$ cat src/rtl/earng_pkg.sv
`default_nettype none

package earng_pkg;

	// averaging window
	localparam int AVG_SHIFT = 4;
	localparam int ECHO_W    = 16;
	localparam int SUM_W     = ECHO_W + AVG_SHIFT;
	localparam int CNT_W     = AVG_SHIFT;

	// configuration register indexes
	localparam int CFG_IDX_W = 1;
	localparam logic [CFG_IDX_W-1:0] REG_UNIT_MODE = 1'b0;
	localparam logic [CFG_IDX_W-1:0] REG_MAX_ECHO  = 1'b1;
	localparam int CFG_DATA_W = 16;

	// unit modes, the unused code shows microseconds
	localparam logic [1:0] MODE_CM = 2'd0;
	localparam logic [1:0] MODE_IN = 2'd1;
	localparam logic [1:0] MODE_US = 2'd2;

	localparam logic [ECHO_W-1:0] MAX_ECHO_RESET = 16'd64000;

	// reciprocals for constant division, exact over 16-bit operands
	localparam logic [18:0] CM_RECIP     = 19'd289263;   // 2^24 / 58
	localparam logic [16:0] IN_RECIP     = 17'd113360;   // 2^24 / 148
	localparam logic [15:0] DIV10_RECIP  = 16'd52429;    // 2^19 / 10
	localparam logic [16:0] DIV100_RECIP = 17'd83887;    // 2^23 / 100
	localparam logic [16:0] DIV1K_RECIP  = 17'd67109;    // 2^26 / 1000
	localparam logic [16:0] DIV10K_RECIP = 17'd107375;   // 2^30 / 10000

	// segment patterns
	localparam logic [7:0] SEG_PREFIX_DIST = 8'hD0;
	localparam logic [7:0] SEG_PREFIX_TIME = 8'hF8;
	localparam logic [7:0] SEG_LET_CM      = 8'hD8;
	localparam logic [7:0] SEG_LET_IN      = 8'h86;
	localparam logic [7:0] SEG_LET_DIST    = 8'hD4;
	localparam logic [7:0] SEG_LET_US_HI   = 8'h9C;
	localparam logic [7:0] SEG_LET_US_LO   = 8'hED;
	localparam logic [7:0] SEG_BLANK       = 8'h00;
	localparam logic [7:0] SEG_ZERO        = 8'h3F;

	typedef struct packed {
		logic as_time;
		logic inch;
		logic ok;
	} disp_flags_t;

	// value and its quotients by 10, 100, 1000, 10000
	typedef struct packed {
		logic [15:0] q0;
		logic [12:0] q1;
		logic [9:0]  q2;
		logic [6:0]  q3;
		logic [2:0]  q4;
	} quot_t;

	function automatic logic [7:0] seg_of(input logic [3:0] d);
		logic [7:0] s;
		unique case (d)
			4'd0:    s = 8'h3F;
			4'd1:    s = 8'h06;
			4'd2:    s = 8'h5B;
			4'd3:    s = 8'h4F;
			4'd4:    s = 8'h66;
			4'd5:    s = 8'h6D;
			4'd6:    s = 8'h7D;
			4'd7:    s = 8'h07;
			4'd8:    s = 8'h7F;
			4'd9:    s = 8'h6F;
			default: s = 8'h00;
		endcase
		return s;
	endfunction

endpackage

`default_nettype wire

$ cat src/rtl/earng_seg.sv
`default_nettype none

module earng_seg
	import earng_pkg::*;
(
	input  wire quot_t       quot,
	input  wire disp_flags_t flags,
	output logic [63:0]      segs
);

	logic [3:0] d0, d1, d2, d3, d4;

	// digit = q(k) - 10*q(k+1), only the low nibble matters
	always_comb begin
		d0 = 4'(quot.q0[3:0] - {quot.q1[0], 3'b000} - {quot.q1[2:0], 1'b0});
		d1 = 4'(quot.q1[3:0] - {quot.q2[0], 3'b000} - {quot.q2[2:0], 1'b0});
		d2 = 4'(quot.q2[3:0] - {quot.q3[0], 3'b000} - {quot.q3[2:0], 1'b0});
		d3 = 4'(quot.q3[3:0] - {quot.q4[0], 3'b000} - {quot.q4[2:0], 1'b0});
		d4 = {1'b0, quot.q4};
	end

	always_comb begin
		segs[23:16] = seg_of(d0);
		segs[31:24] = seg_of(d1);
		segs[39:32] = seg_of(d2);
		if (flags.as_time) begin
			segs[7:0]   = SEG_LET_US_LO;
			segs[15:8]  = SEG_LET_US_HI;
			segs[47:40] = seg_of(d3);
			segs[55:48] = seg_of(d4);
			segs[63:56] = SEG_PREFIX_TIME;
		end else begin
			segs[7:0]   = SEG_LET_DIST;
			segs[15:8]  = flags.inch ? SEG_LET_IN : SEG_LET_CM;
			segs[47:40] = SEG_BLANK;
			segs[55:48] = SEG_BLANK;
			segs[63:56] = SEG_PREFIX_DIST;
		end
	end

endmodule

`default_nettype wire

$ cat src/rtl/echo_average_range_display.sv
// channel   dir  beat contents
// s_axis    in   tdata[15:0] echo_ticks
// m_axis    out  tdata seg_pos0..seg_pos7 (8 bits each, pos0 lowest), tuser[0] in_range
// cfg       in   cfg_wr_en, cfg_index (0 unit_mode, 1 max_echo_ticks), cfg_wdata
//
// one input beat accepted per cycle while s_axis_tready is high; every 16th beat closes a window and yields one result
// a result passes through four registers loaded in turn:
//   average (loaded at the edge that takes the beat closing its window), range check and
//   scale by unit (reciprocal multiply), split into decimal quotients (reciprocal multiplies),
//   then digit extraction and segment lookup
// each stage has its own valid and holds under stall; bubbles collapse
// async active-low reset clears the window sum, count, stage valids and config registers; data registers are not reset
`default_nettype none

module echo_average_range_display
	import earng_pkg::*;
(
	input  wire                  clk,
	input  wire                  arst_n,
	// input stream
	input  wire                  s_axis_tvalid,
	output logic                 s_axis_tready,
	input  wire  [15:0]          s_axis_tdata,   // [15:0] echo_ticks
	// output stream
	output logic                 m_axis_tvalid,
	input  wire                  m_axis_tready,
	output logic [63:0]          m_axis_tdata,   // seg_pos0 [7:0] .. seg_pos7 [63:56]
	output logic [0:0]           m_axis_tuser,   // [0] in_range
	// configuration writes
	input  wire                  cfg_wr_en,
	input  wire  [CFG_IDX_W-1:0] cfg_index,
	input  wire  [CFG_DATA_W-1:0] cfg_wdata
);

	// configuration registers
	logic [1:0]        unit_mode_q;
	logic [ECHO_W-1:0] max_echo_q;

	always_ff @(posedge clk or negedge arst_n) begin
		if (!arst_n) begin
			unit_mode_q <= MODE_CM;
			max_echo_q  <= MAX_ECHO_RESET;
		end else if (cfg_wr_en) begin
			unique case (cfg_index)
				REG_UNIT_MODE: unit_mode_q <= cfg_wdata[1:0];
				REG_MAX_ECHO:  max_echo_q  <= cfg_wdata[ECHO_W-1:0];
				default:       ;
			endcase
		end
	end

	// stage ready chain, a stage loads when empty or when its successor loads
	logic v_s1, v_s2, v_s3;
	logic rdy_out, rdy_s3, rdy_s2, rdy_s1;

	assign rdy_out = !m_axis_tvalid || m_axis_tready;
	assign rdy_s3  = !v_s3 || rdy_out;
	assign rdy_s2  = !v_s2 || rdy_s3;
	assign rdy_s1  = !v_s1 || rdy_s2;

	assign s_axis_tready = rdy_s1;

	// window accumulator
	logic [SUM_W-1:0] sum_q;
	logic [CNT_W-1:0] cnt_q;
	logic             in_beat;
	logic             win_last;
	logic [SUM_W-1:0] sum_next;

	assign in_beat  = s_axis_tvalid && s_axis_tready;
	assign win_last = (cnt_q == {CNT_W{1'b1}});
	assign sum_next = sum_q + SUM_W'(s_axis_tdata);

	always_ff @(posedge clk or negedge arst_n) begin
		if (!arst_n) begin
			sum_q <= '0;
			cnt_q <= '0;
		end else if (in_beat) begin
			if (win_last) begin
				sum_q <= '0;
				cnt_q <= '0;
			end else begin
				sum_q <= sum_next;
				cnt_q <= cnt_q + 1'b1;
			end
		end
	end

	// stage 1: window average
	logic [ECHO_W-1:0] avg_s1;

	always_ff @(posedge clk or negedge arst_n) begin
		if (!arst_n) begin
			v_s1 <= 1'b0;
		end else if (rdy_s1) begin
			v_s1 <= in_beat && win_last;
		end
	end

	always_ff @(posedge clk) begin
		if (rdy_s1 && in_beat && win_last) begin
			avg_s1 <= sum_next[SUM_W-1:AVG_SHIFT];
		end
	end

	// stage 2: range check and unit scaling
	logic [34:0]       cm_prod;
	logic [32:0]       in_prod;
	logic              ok_c;
	logic [15:0]       shown_c;
	disp_flags_t       flags_c;
	logic [15:0]       shown_s2;
	disp_flags_t       flags_s2;

	assign cm_prod = 35'(avg_s1) * 35'(CM_RECIP);
	assign in_prod = 33'(avg_s1) * 33'(IN_RECIP);
	assign ok_c    = (avg_s1 <= max_echo_q);

	always_comb begin
		flags_c.ok   = ok_c;
		flags_c.inch = (unit_mode_q == MODE_IN);
		priority if (!ok_c) begin
			// out of range: zero in microsecond format
			shown_c         = '0;
			flags_c.as_time = 1'b1;
		end else if (unit_mode_q == MODE_CM) begin
			shown_c         = 16'(cm_prod[34:24]);
			flags_c.as_time = 1'b0;
		end else if (unit_mode_q == MODE_IN) begin
			shown_c         = 16'(in_prod[32:24]);
			flags_c.as_time = 1'b0;
		end else begin
			// microseconds, also the unused mode code
			shown_c         = avg_s1;
			flags_c.as_time = 1'b1;
		end
	end

	always_ff @(posedge clk or negedge arst_n) begin
		if (!arst_n) begin
			v_s2 <= 1'b0;
		end else if (rdy_s2) begin
			v_s2 <= v_s1;
		end
	end

	always_ff @(posedge clk) begin
		if (rdy_s2 && v_s1) begin
			shown_s2 <= shown_c;
			flags_s2 <= flags_c;
		end
	end

	// stage 3: decimal quotients by reciprocal multiply
	logic [31:0] p10;
	logic [32:0] p100, p1k, p10k;
	quot_t       quot_c;
	quot_t       quot_s3;
	disp_flags_t flags_s3;

	assign p10  = 32'(shown_s2) * 32'(DIV10_RECIP);
	assign p100 = 33'(shown_s2) * 33'(DIV100_RECIP);
	assign p1k  = 33'(shown_s2) * 33'(DIV1K_RECIP);
	assign p10k = 33'(shown_s2) * 33'(DIV10K_RECIP);

	always_comb begin
		quot_c.q0 = shown_s2;
		quot_c.q1 = p10[31:19];
		quot_c.q2 = p100[32:23];
		quot_c.q3 = p1k[32:26];
		quot_c.q4 = p10k[32:30];
	end

	always_ff @(posedge clk or negedge arst_n) begin
		if (!arst_n) begin
			v_s3 <= 1'b0;
		end else if (rdy_s3) begin
			v_s3 <= v_s2;
		end
	end

	always_ff @(posedge clk) begin
		if (rdy_s3 && v_s2) begin
			quot_s3  <= quot_c;
			flags_s3 <= flags_s2;
		end
	end

	// output register: digits and segment patterns
	logic [63:0] segs_c;

	earng_seg u_seg (
		.quot  (quot_s3),
		.flags (flags_s3),
		.segs  (segs_c)
	);

	always_ff @(posedge clk or negedge arst_n) begin
		if (!arst_n) begin
			m_axis_tvalid <= 1'b0;
		end else if (rdy_out) begin
			m_axis_tvalid <= v_s3;
		end
	end

	always_ff @(posedge clk) begin
		if (rdy_out && v_s3) begin
			m_axis_tdata <= segs_c;
			m_axis_tuser <= flags_s3.ok;
		end
	end

	// window wraps cleanly after its last beat
	a_win_wrap: assert property (@(posedge clk) disable iff (!arst_n)
		in_beat && win_last |=> (cnt_q == '0) && (sum_q == '0))
		else $error("window did not clear after its last beat");

	// input only stalls when the first stage is occupied
	a_stall_cause: assert property (@(posedge clk) disable iff (!arst_n)
		!s_axis_tready |-> v_s1)
		else $error("input stalled with empty first stage");

	// an out-of-range result shows zero in time format
	a_oor_zero: assert property (@(posedge clk) disable iff (!arst_n)
		m_axis_tvalid && !m_axis_tuser[0] |->
			(m_axis_tdata[63:56] == SEG_PREFIX_TIME) && (m_axis_tdata[23:16] == SEG_ZERO)
			&& (m_axis_tdata[55:48] == SEG_ZERO))
		else $error("out-of-range result not shown as zero time");

	// distance results blank the two top digits
	a_dist_blank: assert property (@(posedge clk) disable iff (!arst_n)
		m_axis_tvalid && (m_axis_tdata[63:56] == SEG_PREFIX_DIST) |->
			(m_axis_tdata[47:40] == SEG_BLANK) && (m_axis_tdata[55:48] == SEG_BLANK)
			&& m_axis_tuser[0])
		else $error("distance result with lit upper digits");

endmodule

`default_nettype wire
$ cat config.mk
export PLATFORM = sky130hd
export DESIGN_NAME = echo_average_range_display
export DESIGN_NICKNAME = d
export VERILOG_FILES = /design/src/rtl/earng_pkg.sv /design/src/rtl/earng_seg.sv /design/src/rtl/echo_average_range_display.sv
export SDC_FILE = /design/constraint.sdc
export NUM_CORES = 2
export LEC_CHECK = 0
export BUFFER_PORTS_ARGS = -buffer_cell sky130_fd_sc_hd__buf_2
export CAP_MARGIN = 20
export CORE_ASPECT_RATIO = 2
export CORE_MARGIN = 5
export CORE_UTILIZATION = 45
export CTS_CLUSTER_SIZE = 28
export DETAILED_ROUTE_END_ITERATION = 10
export GPL_TIMING_DRIVEN = 0
export PLACE_DENSITY_LB_ADDON = 0.15
export REMOVE_ABC_BUFFERS = 1
export SKIP_LAST_GASP = 1
export SLEW_MARGIN = 20
export SYNTH_ARGS = -nofsm -noshare
export SYNTH_HDL_FRONTEND = slang
export SYNTH_SLANG_ARGS = --single-unit
$ cat constraint.sdc
create_clock -name clk -period 10.1 [get_ports clk]
set_input_delay 1.515 -clock clk [delete_from_list [all_inputs] [get_ports clk]]
set_output_delay 1.515 -clock clk [all_outputs]
set_load 0.01 [all_outputs]
==> out/qor.txt <==
Postcts setup bufs = 0
Combinational share of power = 0.783
Mean area per synthesized cell = 10.6 µm²
RSZ-0062 raised after global routing = false
Lkg Pwr = 0.0170 µW
Minimum clock period = 8040 ps
GRT Total Usage = 0.242
Slew Limit Fails = 0
Max-cap violations = 0
FF/Latch Area = 4270 µm²
Root buffer cell = clkbuf_16
Die H = 377 µm
Initial Utilization = 0.455
Critical path arrival = 8220 ps
Max clock buf depth = 2
N_diodes = 0
Max-slew headroom = 0.178
Port Buffers = 86
Avg Vias per Cell = 5.28
Clock power share = 0.090
Worst-margin pin slew = 1230 ps
#FFs+latches synth = 152
Sequential power share = 0.128
Hold buffer count at cts = 0
Sw Ratio = 0.511
Total gr overflow = 0
Drt wl/cell = 22.2 µm
Multi-input gate area = 23000 µm²
Sink Count = 152
F_max = 0.124 GHz
CTS tree = yes
Via Count = 20400
I/O pin count = 105
Final Setup Violations = 0
Reg2reg setup slack = 2060 ps
Critical path startpoint = avg_s1[5]$_DFFE_PP_
Die area = 73000 µm²
WP data required = 10280 ps
Crit Path Class = reg -> reg
Internal = 3460 µW
RR Startpoint = avg_s1[5]$_DFFE_PP_
Core box area = 66700 µm²
Register area share after synthesis = 0.141
Top FF cell, synth = edfxtp_1
Total Routed Length = 85.6 mm
Util after Layout = 0.485
Total negative slack = 0 ps
Synth cell types = 72
FILL cells = 6343
Total CTS buffers = 17
Mapped cell area = 30300 µm²
Final HPWL DP = 75.1 mm
FFs w/ async S/R, synth = 0.303
Crit path launch type = register
Initial DRT Pass Iterations = 4
Psw = 3620 µW
Clock transition at path regs = 80 ps
Area Growth Syn to Fin = 6.64%
Post-synth EDFFs = 99
CP Capture Type = register
Die width = 194 µm
Initial DRC count = 545
First-pass GRT wire length = 133 mm
Max rail drop VDD = 0.000300 V
Vias in the first global route = 23600
# nets final = 4157
Power Density = 219 nW/µm²
Outcome = finished clean
FF-to-FF End = shown_s2[5]$_SDFFCE_PN0P_
H-tree levels = 4
Routability Congestion = 1.01
Layout cells sized above 1 = 0.0561
Post-synthesis cell count = 2874
Clock skew = 14.2 ps
Worst-Skew Late Latency = 470 ps
Yosys warns = 0
Final hold violations = 0
Initial antenna violation count = 3
Antenna viol nets, final = 0
R2R cell count = 19
Maximum number of pins on one net before global-route repair = 47
Hold Path Class = reg -> reg
Remaining DRCs = 0
CP Max Fanout = 9
Critical Path Sink = shown_s2[5]$_SDFFCE_PN0P_
Ratio of final minimum period to clock period = 0.796
Row Count = 134
Post-CTS resize count = 0
## layout by cell type, fill, tap and decap left out, drive strengths merged, types with 9 or more instances in the layout
cell type and n:
xor2 19, nor2b 9, nand2b 12, and2 15, nand3 39, o21bai 11
nor3 29, buf 89, fa 488, edfxtp 99, ha 666, xnor2 76
clkbuf 18, o211ai 10, a22o 14, mux2 17, nand4 19, inv 784
a211oi 17, o21ai 60, nor2 60, a21oi 81, nand2 94, o21a 12
mux2i 17, or2 10, dfrtp 40, a21o 41, conb 18
## registers in the layout (all words and copies together), names as in the netlist, named ones only
register / cells
v_s3: 1
shown_s2: 16
cnt_q: 4
m_axis_tdata: 41
max_echo_q: 16
avg_s1: 16
flags_s2: 3
m_axis_tuser: 1
m_axis_tvalid: 1
quot_s3: 19
v_s1: 1
flags_s3: 3
unit_mode_q: 2
sum_q: 20
v_s2: 1
## critical path, cell delays in order, from the launching register on
cell and delay (ps):
edfxtp_1 840, inv_1 340, fa_1 740, inv_1 120, fa_1 500, inv_1 70, fa_1 470, fa_1 500
inv_1 60, fa_1 510, fa_1 500, ha_1 360, a211oi_1 340, o21ai_0 150, a211oi_1 610, o21ai_0 420
o21a_1 300, or3_1 310, a21boi_0 480, a2111oi_0 130
## worst min-delay path by stage
stage                         startpoint                     to  slack, ps  depth (start not counted)
2_1_floorplan      flags_s2[0]$_DFFE_PP_  flags_s3[0]$_DFFE_PP_        400                          0
3_3_place_gp   flags_s2[2]$_SDFFCE_PN1P_  flags_s3[2]$_DFFE_PP_        410                          0
3_5_place_dp   flags_s2[2]$_SDFFCE_PN1P_  flags_s3[2]$_DFFE_PP_        410                          0
4_1_cts        flags_s2[2]$_SDFFCE_PN1P_  flags_s3[2]$_DFFE_PP_        410                          0
5_1_grt            flags_s2[1]$_DFFE_PP_  flags_s3[1]$_DFFE_PP_        430                          0
6_report       flags_s2[2]$_SDFFCE_PN1P_  flags_s3[2]$_DFFE_PP_        410                          0
## power by group through the flow
stage | clock [µW] | combinational, µW | sequential (µW)
6_report | 636 | 5540 | 903
3_3_place_gp | 0 | 5450 | 916
5_1_grt | 680 | 6350 | 912
3_5_place_dp | 0 | 5580 | 916
4_1_cts | 655 | 5640 | 903
2_1_floorplan | 0 | 4010 | 881
## per-stage QoR
step           std cells  instance area [µm²]  setup WS (ps)  power, µW  hold WS [ps]
2_1_floorplan       2857                30200           3950       4890           400
3_3_place_gp        3827                31700           2010       6360           408
3_5_place_dp        3830                31800           2050       6490           406
4_1_cts             3862                32400           2030       7190           414
5_1_grt             3862                32400           1700       7940           426
6_report            3862                32400           2060       7070           413
## synth_stat cells (all sizes together) (8+ instances only)
cell type	n	area (µm²)
a211oi	17	128
a21o	41	308
a21oi	81	413
a22o	14	123
a31oi	8	50.1
and2	15	93.8
and3	8	50.1
buf	23	173
clkbuf	10	37.5
dfrtp	40	1000
edfxtp	99	2970
fa	488	9770
ha	666	8330
inv	777	2920
mux2	17	191
mux2i	17	183
nand2	94	353
nand2b	12	75.1
nand3	39	195
nand4	19	119
nor2	60	228
nor2b	9	56.3
nor3	29	145
o211ai	10	75.1
o21a	12	90.1
o21ai	60	300
o21bai	11	82.6
or2	10	62.6
xnor2	76	666
xor2	19	166
## cells by family (layout without fill, tap and decap cells)
logic type                 count (synthesis)  after routing  share of synthesized area
xor gates and xnor gates                  95             95                     0.0274
other                                      2             18                   0.000248
DFF                                      152            152                      0.141
AOI/OAI and AO/OA                        308            308                     0.0682
and+or+nand+nor                          317            317                     0.0509
buffers and inverters                    812            900                      0.103
adders and majority gates               1154           1154                      0.597
muxes                                     34             34                     0.0123
## routing by layer
layer | wire (µm) | track usage | up-vias
li1 | - | - | 9396
met1 | 25100 | 0.202 | 10300
met2 | 49900 | 0.498 | 449
met3 | 2510 | 0.0302 | 241
met4 | 8020 | 0.181 | 6
met5 | 28 | 0 | -
## final cells by class
type,instances,area share
multi-input combinational,1926,0.711
inverter,779,0.0904
clock inverter,14,0.00414
clock buffer,18,0.0133
timing repair buffer,89,0.0149
sequential,152,0.132
tap,884,0.0342
Power figures use the tool's default switching activity.
